`src/rtl/ptsp_pkg.sv`:
```
// ----------------------------------------------------------------------------
// ptsp_pkg
// Types and constants of the PES to transport stream packetizer.
// ----------------------------------------------------------------------------
package ptsp_pkg;

    localparam int PID_W       = 13;
    localparam int WORD_W      = 64;
    localparam int OUT_TDATA_W = 72;
    localparam int BODY_LEN    = 184;

    localparam logic [7:0] SYNC_BYTE    = 8'h47;
    localparam logic [7:0] STUFF_BYTE   = 8'hFF;
    localparam logic [7:0] ZERO_BYTE    = 8'h00;
    localparam logic [7:0] START_PREFIX = 8'h01;
    localparam logic [2:0] AUDIO_ID_TOP = 3'b110;

    localparam logic [3:0] AFC_PAYLOAD       = 4'h1;
    localparam logic [3:0] AFC_ADAPT_PAYLOAD = 4'h3;

    localparam logic [7:0] PKT_LEN_B   = 8'd188;
    localparam logic [7:0] BODY_LEN_B  = 8'd184;
    localparam logic [7:0] SPLIT_COUNT = 8'd183;
    localparam logic [7:0] SPLIT_A_LEN = 8'd182;
    localparam logic [7:0] SPLIT_B_LEN = 8'd1;
    localparam logic [7:0] ADAPT_BASE  = 8'd183;
    localparam logic [7:0] LAST_POS    = 8'd187;

    localparam logic [7:0] POS_SYNC     = 8'd0;
    localparam logic [7:0] POS_HDR1     = 8'd1;
    localparam logic [7:0] POS_HDR2     = 8'd2;
    localparam logic [7:0] POS_HDR3     = 8'd3;
    localparam logic [7:0] POS_AF_LEN   = 8'd4;
    localparam logic [7:0] POS_AF_FLAGS = 8'd5;

    localparam logic [3:0] BV_FULL = 4'd8;
    localparam logic [3:0] BV_TAIL = 4'd4;

    typedef enum logic [3:0] {
        ST_IDLE,
        ST_CHECK,
        ST_PUSH,
        ST_FULL,
        ST_FULL_W,
        ST_DRAIN,
        ST_FL1,
        ST_FL1_W,
        ST_FL2,
        ST_FL2_W
    } ptsp_state_t;

    typedef enum logic [1:0] {
        PK_FULL,
        PK_FLUSH,
        PK_SPLIT_A,
        PK_SPLIT_B
    } ptsp_pkt_kind_t;

    typedef struct packed {
        logic           win_write;
        logic           push;
        logic           clr_count;
        logic           set_usf;
        logic           clr_usf;
        logic           pkt_start;
        ptsp_pkt_kind_t pkt_kind;
        logic           pkt_last;
    } ptsp_cmd_t;

    typedef struct packed {
        logic fill_three;
        logic fill_zero;
        logic count_zero;
        logic count_split;
        logic start_code;
        logic gen_busy;
    } ptsp_stat_t;

    typedef struct packed {
        logic       valid;
        logic [7:0] data;
        logic       eop;
        logic       last;
    } ptsp_byte_t;

endpackage

```
`src/rtl/ptsp_ctrl.sv`:
```
// ----------------------------------------------------------------------------
// ptsp_ctrl
// Sequencer: window check, payload push, full and flush packet requests.
// ----------------------------------------------------------------------------
module ptsp_ctrl (
    input  logic                clk,
    input  logic                rst_n,
    input  logic                in_valid,
    input  logic                in_action,
    output logic                in_ready,
    input  ptsp_pkg::ptsp_stat_t stat,
    output ptsp_pkg::ptsp_cmd_t  cmd
);
    import ptsp_pkg::*;

    ptsp_state_t state_reg;
    ptsp_state_t state_next;
    logic        eos_reg;
    logic        eos_next;

    always_ff @(posedge clk or negedge rst_n)
    begin
        if (!rst_n)
        begin
            state_reg <= ST_IDLE;
            eos_reg   <= 1'b0;
        end
        else
        begin
            state_reg <= state_next;
            eos_reg   <= eos_next;
        end
    end

    always_comb
    begin
        state_next = state_reg;
        eos_next   = eos_reg;
        cmd        = '0;
        in_ready   = 1'b0;
        case (state_reg)
            ST_IDLE:
            begin
                in_ready = 1'b1;
                if (in_valid)
                begin
                    eos_next = in_action;
                    if (in_action)
                    begin
                        state_next = ST_DRAIN;
                    end
                    else
                    begin
                        cmd.win_write = 1'b1;
                        if (stat.fill_three)
                        begin
                            state_next = ST_CHECK;
                        end
                    end
                end
            end
            ST_CHECK:
            begin
                if (stat.start_code)
                begin
                    if (!stat.count_zero)
                    begin
                        state_next = ST_FL1;
                    end
                    else
                    begin
                        cmd.set_usf = 1'b1;
                        state_next  = ST_PUSH;
                    end
                end
                else
                begin
                    state_next = ST_PUSH;
                end
            end
            ST_PUSH:
            begin
                cmd.push = 1'b1;
                if (stat.count_split)
                begin
                    state_next = ST_FULL;
                end
                else
                begin
                    state_next = eos_reg ? ST_DRAIN : ST_IDLE;
                end
            end
            ST_FULL:
            begin
                cmd.pkt_start = 1'b1;
                cmd.pkt_kind  = PK_FULL;
                // while draining, later window bytes will still produce a packet
                cmd.pkt_last  = !eos_reg || stat.fill_zero;
                state_next    = ST_FULL_W;
            end
            ST_FULL_W:
            begin
                if (!stat.gen_busy)
                begin
                    cmd.clr_count = 1'b1;
                    cmd.clr_usf   = 1'b1;
                    state_next    = eos_reg ? ST_DRAIN : ST_IDLE;
                end
            end
            ST_DRAIN:
            begin
                if (!stat.fill_zero)
                begin
                    state_next = ST_PUSH;
                end
                else if (!stat.count_zero)
                begin
                    state_next = ST_FL1;
                end
                else
                begin
                    state_next = ST_IDLE;
                end
            end
            ST_FL1:
            begin
                cmd.pkt_start = 1'b1;
                cmd.pkt_kind  = stat.count_split ? PK_SPLIT_A : PK_FLUSH;
                cmd.pkt_last  = !stat.count_split;
                state_next    = ST_FL1_W;
            end
            ST_FL1_W:
            begin
                if (!stat.gen_busy)
                begin
                    if (stat.count_split)
                    begin
                        state_next = ST_FL2;
                    end
                    else
                    begin
                        cmd.clr_count = 1'b1;
                        if (!eos_reg)
                        begin
                            cmd.set_usf = 1'b1;
                            state_next  = ST_PUSH;
                        end
                        else
                        begin
                            state_next = ST_IDLE;
                        end
                    end
                end
            end
            ST_FL2:
            begin
                cmd.pkt_start = 1'b1;
                cmd.pkt_kind  = PK_SPLIT_B;
                cmd.pkt_last  = 1'b1;
                cmd.clr_usf   = 1'b1;
                state_next    = ST_FL2_W;
            end
            ST_FL2_W:
            begin
                if (!stat.gen_busy)
                begin
                    cmd.clr_count = 1'b1;
                    if (!eos_reg)
                    begin
                        cmd.set_usf = 1'b1;
                        state_next  = ST_PUSH;
                    end
                    else
                    begin
                        state_next = ST_IDLE;
                    end
                end
            end
            default:
            begin
                state_next = ST_IDLE;
            end
        endcase
    end

endmodule

```
`src/rtl/ptsp_dpath.sv`:
```
// ----------------------------------------------------------------------------
// ptsp_dpath
// Lookahead window, payload RAM, counters and the byte-wide packet generator.
// ----------------------------------------------------------------------------
module ptsp_dpath (
    input  logic                         clk,
    input  logic                         rst_n,
    input  logic [7:0]                   in_byte,
    input  logic                         cfg_wr_en,
    input  logic [ptsp_pkg::PID_W-1:0]   cfg_wr_data,
    input  ptsp_pkg::ptsp_cmd_t          cmd,
    output ptsp_pkg::ptsp_stat_t         stat,
    output ptsp_pkg::ptsp_byte_t         byte_out,
    input  logic                         byte_ready
);
    import ptsp_pkg::*;

    logic [7:0]       win_reg [4];
    logic [2:0]       fill_reg;
    logic [7:0]       count_reg;
    logic [3:0]       cc_reg;
    logic             usf_reg;
    logic [PID_W-1:0] pid_reg;

    logic [7:0]       pay_mem [BODY_LEN];
    logic [7:0]       rd_data_reg;

    // packet generator
    logic             busy_reg;
    logic [7:0]       pos_reg;
    logic [7:0]       pay_start_reg;
    logic [7:0]       off_reg;
    logic [7:0]       adapt_reg;
    logic             full_reg;
    logic             pusi_reg;
    logic             last_reg;
    logic [3:0]       gcc_reg;

    logic             s1_valid_reg;
    logic             s1_mem_reg;
    logic [7:0]       s1_const_reg;
    logic             s1_eop_reg;
    logic             s1_last_reg;

    logic [7:0]       d_cnt;
    logic [7:0]       d_base;
    logic             d_pusi;
    logic [7:0]       d_start;
    logic             gen_adv;
    logic             pos_mem;
    logic [7:0]       gen_const;
    logic [7:0]       rd_addr;
    logic             at_last;

    always_ff @(posedge clk)
    begin
        if (cmd.win_write)
        begin
            win_reg[fill_reg[1:0]] <= in_byte;
        end
        else if (cmd.push)
        begin
            for (int i = 0; i < 3; i++)
            begin
                win_reg[i] <= win_reg[i+1];
            end
        end
    end

    always_ff @(posedge clk)
    begin
        if (cmd.push)
        begin
            pay_mem[count_reg] <= win_reg[0];
        end
    end

    always_ff @(posedge clk)
    begin
        if (busy_reg && gen_adv && pos_mem)
        begin
            rd_data_reg <= pay_mem[rd_addr];
        end
    end

    always_ff @(posedge clk or negedge rst_n)
    begin
        if (!rst_n)
        begin
            fill_reg  <= 3'd0;
            count_reg <= 8'd0;
            cc_reg    <= 4'd0;
            usf_reg   <= 1'b1;
            pid_reg   <= '0;
        end
        else
        begin
            if (cmd.win_write)
            begin
                fill_reg <= fill_reg + 3'd1;
            end
            else if (cmd.push)
            begin
                fill_reg <= fill_reg - 3'd1;
            end
            if (cmd.clr_count)
            begin
                count_reg <= 8'd0;
            end
            else if (cmd.push)
            begin
                count_reg <= count_reg + 8'd1;
            end
            if (cmd.pkt_start)
            begin
                cc_reg <= cc_reg + 4'd1;
            end
            if (cmd.set_usf)
            begin
                usf_reg <= 1'b1;
            end
            else if (cmd.clr_usf)
            begin
                usf_reg <= 1'b0;
            end
            if (cfg_wr_en)
            begin
                pid_reg <= cfg_wr_data;
            end
        end
    end

    always_comb
    begin
        stat.fill_three  = (fill_reg == 3'd3);
        stat.fill_zero   = (fill_reg == 3'd0);
        stat.count_zero  = (count_reg == 8'd0);
        stat.count_split = (count_reg == SPLIT_COUNT);
        stat.start_code  = (win_reg[0] == ZERO_BYTE) && (win_reg[1] == ZERO_BYTE) &&
                           (win_reg[2] == START_PREFIX) && (win_reg[3][7:5] == AUDIO_ID_TOP);
        stat.gen_busy    = busy_reg;
    end

    // packet descriptor
    always_comb
    begin
        d_cnt  = count_reg;
        d_base = 8'd0;
        d_pusi = usf_reg;
        case (cmd.pkt_kind)
            PK_FULL:
            begin
                d_cnt = BODY_LEN_B;
            end
            PK_FLUSH:
            begin
                d_cnt = count_reg;
            end
            PK_SPLIT_A:
            begin
                d_cnt = SPLIT_A_LEN;
            end
            PK_SPLIT_B:
            begin
                d_cnt  = SPLIT_B_LEN;
                d_base = SPLIT_A_LEN;
                d_pusi = 1'b0;
            end
            default:
            begin
                d_cnt = count_reg;
            end
        endcase
        // payload sits at the end of the packet, after any stuffing
        d_start = PKT_LEN_B - d_cnt;
    end

    assign gen_adv = !s1_valid_reg || byte_ready;
    assign pos_mem = (pos_reg >= pay_start_reg);
    assign rd_addr = pos_reg + off_reg;
    assign at_last = (pos_reg == LAST_POS);

    always_comb
    begin
        case (pos_reg)
            POS_SYNC:     gen_const = SYNC_BYTE;
            POS_HDR1:     gen_const = {1'b0, pusi_reg, 1'b0, pid_reg[12:8]};
            POS_HDR2:     gen_const = pid_reg[7:0];
            POS_HDR3:     gen_const = {full_reg ? AFC_PAYLOAD : AFC_ADAPT_PAYLOAD, gcc_reg};
            POS_AF_LEN:   gen_const = adapt_reg;
            POS_AF_FLAGS: gen_const = ZERO_BYTE;
            default:      gen_const = STUFF_BYTE;
        endcase
    end

    always_ff @(posedge clk)
    begin
        if (cmd.pkt_start)
        begin
            pay_start_reg <= d_start;
            off_reg       <= d_base - d_start;
            adapt_reg     <= ADAPT_BASE - d_cnt;
            full_reg      <= (d_cnt == BODY_LEN_B);
            pusi_reg      <= d_pusi;
            last_reg      <= cmd.pkt_last;
            gcc_reg       <= cc_reg;
        end
        if (busy_reg && gen_adv)
        begin
            s1_mem_reg   <= pos_mem;
            s1_const_reg <= gen_const;
            s1_eop_reg   <= at_last;
            s1_last_reg  <= at_last && last_reg;
        end
    end

    always_ff @(posedge clk or negedge rst_n)
    begin
        if (!rst_n)
        begin
            busy_reg     <= 1'b0;
            pos_reg      <= 8'd0;
            s1_valid_reg <= 1'b0;
        end
        else
        begin
            if (cmd.pkt_start)
            begin
                busy_reg <= 1'b1;
                pos_reg  <= POS_SYNC;
            end
            else if (busy_reg && gen_adv)
            begin
                pos_reg <= pos_reg + 8'd1;
                if (at_last)
                begin
                    busy_reg <= 1'b0;
                end
            end
            if (gen_adv)
            begin
                s1_valid_reg <= busy_reg;
            end
        end
    end

    always_comb
    begin
        byte_out.valid = s1_valid_reg;
        byte_out.data  = s1_mem_reg ? rd_data_reg : s1_const_reg;
        byte_out.eop   = s1_eop_reg;
        byte_out.last  = s1_last_reg;
    end

endmodule

```
`src/rtl/ptsp_wordpack.sv`:
```
// ----------------------------------------------------------------------------
// ptsp_wordpack
// Packs packet bytes into 64-bit words and holds the outgoing word.
// ----------------------------------------------------------------------------
module ptsp_wordpack (
    input  logic                          clk,
    input  logic                          rst_n,
    input  ptsp_pkg::ptsp_byte_t          byte_in,
    output logic                          byte_ready,
    output logic                          out_valid,
    input  logic                          out_ready,
    output logic [ptsp_pkg::WORD_W-1:0]   out_word,
    output logic [3:0]                    out_bv,
    output logic                          out_eop,
    output logic                          out_last
);
    import ptsp_pkg::*;

    logic [55:0]       acc_reg;
    logic [2:0]        idx_reg;
    logic              out_valid_reg;
    logic [WORD_W-1:0] out_word_reg;
    logic [3:0]        out_bv_reg;
    logic              out_eop_reg;
    logic              out_last_reg;

    logic out_free;
    logic completing;
    logic take;

    assign out_free   = !out_valid_reg || out_ready;
    assign completing = (idx_reg == 3'd7) || byte_in.eop;
    assign byte_ready = out_free || !completing;
    assign take       = byte_in.valid && byte_ready;

    always_ff @(posedge clk or negedge rst_n)
    begin
        if (!rst_n)
        begin
            idx_reg       <= 3'd0;
            out_valid_reg <= 1'b0;
        end
        else
        begin
            if (out_ready)
            begin
                out_valid_reg <= 1'b0;
            end
            if (take && completing)
            begin
                out_valid_reg <= 1'b1;
                idx_reg       <= 3'd0;
            end
            else if (take)
            begin
                idx_reg <= idx_reg + 3'd1;
            end
        end
    end

    always_ff @(posedge clk)
    begin
        if (take && !completing)
        begin
            acc_reg <= {acc_reg[47:0], byte_in.data};
        end
        if (take && completing)
        begin
            // packet tail word: four bytes in the upper half, lower half zero
            if (byte_in.eop)
            begin
                out_word_reg <= {acc_reg[23:0], byte_in.data, 32'h0};
                out_bv_reg   <= BV_TAIL;
            end
            else
            begin
                out_word_reg <= {acc_reg, byte_in.data};
                out_bv_reg   <= BV_FULL;
            end
            out_eop_reg  <= byte_in.eop;
            out_last_reg <= byte_in.last;
        end
    end

    assign out_valid = out_valid_reg;
    assign out_word  = out_word_reg;
    assign out_bv    = out_bv_reg;
    assign out_eop   = out_eop_reg;
    assign out_last  = out_last_reg;

endmodule

```
`src/rtl/pes_to_ts_packetizer.sv`:
```
// ----------------------------------------------------------------------------
// pes_to_ts_packetizer: audio PES byte stream to 188-byte transport packets.
// A byte that leaves the window partly filled is only written into it; one that
// fills it is also checked for a start code, which first flushes any pending
// payload, and is then pushed to the payload RAM. The generator reads one payload
// RAM byte per cycle unless the output stalls. Async reset clears counters and
// window fill, sets unit start, PID 0; RAM is not cleared.
// ----------------------------------------------------------------------------
module pes_to_ts_packetizer (
    input  logic                               clk,
    input  logic                               rst_n,
    input  logic                               s_axis_tvalid,
    output logic                               s_axis_tready,
    input  logic [7:0]                         s_axis_tdata,   // [7:0] data_byte
    input  logic [0:0]                         s_axis_tuser,   // [0] action
    output logic                               m_axis_tvalid,
    input  logic                               m_axis_tready,
    // [63:0] packet_word, [67:64] bytes_valid, [68] end_of_packet, [71:69] zero
    output logic [ptsp_pkg::OUT_TDATA_W-1:0]   m_axis_tdata,
    output logic                               m_axis_tlast,   // last_of_run
    input  logic                               cfg_wr_en,
    input  logic [ptsp_pkg::PID_W-1:0]         cfg_wr_data     // stream_pid
);
    import ptsp_pkg::*;

    ptsp_cmd_t         cmd;
    ptsp_stat_t        stat;
    ptsp_byte_t        gen_byte;
    logic              gen_ready;
    logic [WORD_W-1:0] out_word;
    logic [3:0]        out_bv;
    logic              out_eop;

    ptsp_ctrl u_ctrl (
        .clk       (clk),
        .rst_n     (rst_n),
        .in_valid  (s_axis_tvalid),
        .in_action (s_axis_tuser[0]),
        .in_ready  (s_axis_tready),
        .stat      (stat),
        .cmd       (cmd)
    );

    ptsp_dpath u_dpath (
        .clk         (clk),
        .rst_n       (rst_n),
        .in_byte     (s_axis_tdata),
        .cfg_wr_en   (cfg_wr_en),
        .cfg_wr_data (cfg_wr_data),
        .cmd         (cmd),
        .stat        (stat),
        .byte_out    (gen_byte),
        .byte_ready  (gen_ready)
    );

    ptsp_wordpack u_wordpack (
        .clk        (clk),
        .rst_n      (rst_n),
        .byte_in    (gen_byte),
        .byte_ready (gen_ready),
        .out_valid  (m_axis_tvalid),
        .out_ready  (m_axis_tready),
        .out_word   (out_word),
        .out_bv     (out_bv),
        .out_eop    (out_eop),
        .out_last   (m_axis_tlast)
    );

    assign m_axis_tdata = {3'b000, out_eop, out_bv, out_word};

endmodule

```
`config.mk`:
```
export PLATFORM = sky130hd
export DESIGN_NAME = pes_to_ts_packetizer
export DESIGN_NICKNAME = d
export VERILOG_FILES = /design/src/rtl/ptsp_pkg.sv /design/src/rtl/ptsp_ctrl.sv /design/src/rtl/ptsp_dpath.sv /design/src/rtl/ptsp_wordpack.sv /design/src/rtl/pes_to_ts_packetizer.sv
export SDC_FILE = /design/constraint.sdc
export NUM_CORES = 2
export LEC_CHECK = 0
export ABC_AREA = 1
export ABC_CLOCK_PERIOD_IN_PS = 11100
export BUFFER_PORTS_ARGS = -buffer_cell sky130_fd_sc_hd__buf_2
export CAP_MARGIN = 15
export CORE_UTILIZATION = 55
export DETAILED_ROUTE_END_ITERATION = 10
export HOLD_SLACK_MARGIN = 0.15
export PLACE_DENSITY = 0.71
export SLEW_MARGIN = 20
export SYNTH_ARGS = -nofsm -noshare
export SYNTH_HDL_FRONTEND = slang
export SYNTH_HIERARCHICAL = 1
export SYNTH_SLANG_ARGS = --single-unit
export TNS_END_PERCENT = 20
```
`constraint.sdc`:
```
create_clock -name clk -period 11.1 [get_ports clk]
set_input_delay 0.555 -clock clk [delete_from_list [all_inputs] [get_ports clk]]
set_output_delay 0.555 -clock clk [all_outputs]
set_load 0.01 [all_outputs]
```
==> flow_summary.json <==
{
  "die-area_sq_um": 134300,
  "syn_area_sq_um": 73050,
  "rsz0062_at_grt": "no",
  "areaGrowthSynthToFinish_pct": 9.445,
  "detailed_place_hpwl_um": 102000,
  "multi_input_area_sq_um": 17660,
  "end_kind": "flip-flop",
  "drt-initial-drc-count": 5814,
  "cpMostUsedCell": "nand2_1",
  "cpPeakStageDelay_ns": 0.86,
  "drive_gt1_frac": 0.06590,
  "grt_pass1_wl_um": 276500,
  "arrival_ns": 5.73,
  "critPathTopFamily": "buffers and inverters",
  "finalCriticalPeriod_ns": 5.067,
  "coreArea_sq_um": 131600,
  "synth_most_common_cell": "nand2_1",
  "yosysWarnings": 6,
  "synth.top_cell.area_share": 0.6890,
  "clock-sinks": 1724,
  "synth-async-reset-ratio": 0.02784,
  "numCtsBuffers": 173,
  "finalClockSkew_ns": 0.03775,
  "yosys-top-cells-area": "edfxtp_1 (69%), nand2_1 (8.6%), nand3_1 (4.7%), nor2_1 (4.3%), inv_1 (2.6%)",
  "wl_um": 183100,
  "max_freq_mhz": 197.4,
  "cts-root-buf": "clkbuf_16",
  "synth_common_cells": "nand2_1 (1,680), edfxtp_1 (1,676), nor2_1 (839)",
  "start_util": 0.5549,
  "timing.slew.headroom": 0.1610,
  "fillerInstances": 10130,
  "postLayoutCoreUtil": 0.6074,
  "synth_cell_types": 53,
  "tns_ns": 0,
  "synth-seq-cells": 1724,
  "dr.pass1.iters": 6,
  "die_h_um": 366.4,
  "hp-class": "input pin to flip-flop",
  "synthCells": 6555,
  "pin_count": 102,
  "synth_flop_cell": "edfxtp_1",
  "num_rows": 133,
  "timing.final.crit_share": 0.4564,
  "largest_register_ffs": 1472,
  "hold_violations": 0,
  "drc": 0,
  "final_max_slew_viol_count": 0,
  "die_x_um": 366.4,
  "required_ns": 11.76,
  "tightestPinTransition_ns": 1.258,
  "layout.nets": 6612,
  "leakage_nw": 30.25,
  "cts_tree": "yes",
  "syn_avg_cell_area_sq_um": 11.14,
  "seq_area_frac_synth": 0.7054,
  "finalNonFillerCells": 8434,
  "place_inst": 8101,
  "power-per-cell-area_nw_per_um2": 308.9,
  "grt_antenna_before_repair": 2,
  "clk_pin_slew_ns": 0.06,
  "path_max_fanout": 245,
  "io_buffers": 96,
  "vias": 48520,
  "cp_cell_sequence": "inv_1 -> ha_4 -> buf_4 -> buf_12 -> nor2_1 -> nor2_1 -> o21ai_0 -> nand3_1 -> nand2_1 -> nand2_1 -> nand3_1 -> nand3_1 -> nand3_1 -> nand2_1 -> nand2_1 -> nand2_1",
  "setup_viol": 0,
  "outcome": "complete, no violations",
  "gp_congestion": 0.8801,
  "htreeDepth": 4,
  "avgRoutedWirePerCell_um": 21.71,
  "path_buf_inv": 3,
  "via_per_inst": 5.753,
  "synth_edf_count": 1676,
  "yosysTopAreaCell": "edfxtp_1",
  "grt_max_degree": 246,
  "grt_usage": 0.2700,
  "ant_nets": 0,
  "cts_buffer_depth": 3,
  "regArea_sq_um": 51530,
  "slowest_stage": "ha_4",
  "drv_cap": 0,
  "path_class": "flip-flop to flip-flop",
  "grt_pass1_vias": 46300,
  "clock_latency_ns": 0.80,
  "cts_resized": 0,
  "ir_drop_mv": 0.4241,
  "place_area_sq_um": 74360,
  "fin_area_sq_um": 79950,
  "gr-total-overflow": 0,
  "critPathLaunchType": "flip-flop"
}
worst reg2reg max path, delay by kind of cell (launching register included):
family / cells / cell delay (ns)
AND/OR/NAND/NOR: 11 / 1.90
flip-flops: 1 / 0.40
buffers and inverters: 3 / 1.68
AO/OA/AOI/OAI: 1 / 0.10
adder cells (fa/ha/maj): 1 / 0.86
final timing paths:
path / from / endpoint / cells past startpoint / slack, ns
max: u_dpath/pos_reg[0] / u_dpath/rd_data_reg[7] / 16 / 6.03
min in group asynchronous: rst_n / u_dpath/count_reg[4] / 3 / 0.48
min reg2reg: u_wordpack/acc_reg[38] / u_wordpack/acc_reg[46] / 0 / 0.45
max in group asynchronous: rst_n / u_dpath/cc_reg[3] / 3 / 10.19
max reg2reg: u_dpath/pos_reg[0] / u_dpath/rd_data_reg[7] / 16 / 6.03
min: cfg_wr_en / u_dpath/pid_reg[7] / 2 / 0.21
routing by layer:
layer,GRT usage,vias up,share of wire
met5,0,-,0
met4,0.1065,0,0.040
met2,0.4363,2505,0.47
li1,-,22230,-
met1,0.3622,23400,0.39
met3,0.05238,387,0.096
layout make-up:
| cell class | count | area share |
|---|---|---|
| Sequential cell | 1724 | 0.6446 |
| Tap cell | 1755 | 0.02747 |
| Clock inverter | 75 | 0.007903 |
| Multi-Input combinational cell | 3956 | 0.2210 |
| Inverter | 517 | 0.02460 |
| Timing Repair Buffer | 178 | 0.01618 |
| Antenna cell | 2 | 0.00006260 |
| Clock buffer | 227 | 0.05827 |
placed cells by master, fill, tap and decap left out, drive strengths merged, types with 5 or more instances in the layout:
cell	count
nand2	1687
clkinv	60
bufinv	9
clkbuf	227
buf	149
nand4	11
ha	33
o21ai	406
mux2	14
xor2	15
nor3	14
or2	43
inv	519
a21oi	29
o211ai	81
o22ai	50
edfxtp	1676
a21o	9
dfrtp	47
dlygate4sd3	29
nor2	846
nand3	682
conb	5
where the power goes:
group          internal [W]  switching (W)
clock network       0.00315        0.00239
logic               0.00296        0.00820
registers           0.00783       0.000175
per-stage QoR:
stage	power [W]	worst slack (ns)	hold WS, ns
after detailed placement	0.01901	6.162	0.4245
after floorplan	0.01570	7.508	0.2594
after global routing	0.02595	5.670	0.2251
after CTS	0.02454	6.134	0.1541
final	0.02470	6.034	0.2091
after global placement	0.01889	6.165	0.4272
cells by family after synthesis:
group,after synthesis,share of synthesized area
and+or+nand+nor,3292,0.1844
DFF,1724,0.7054
buffers and inverters,878,0.05382
AOI/OAI and AO/OA,592,0.04542
adders and majority gates,35,0.006201
xor gates and xnor gates,18,0.002467
muxes,14,0.002158
other,2,0.0001028
timing repair:
| action | in CTS | in global routing |
|---|---|---|
| hold buffers | 29 | 0 |
| setup buffers | 0 | 0 |
| hold endpoints to repair | 95 | 0 |
Power figures use the tool's default switching activity.
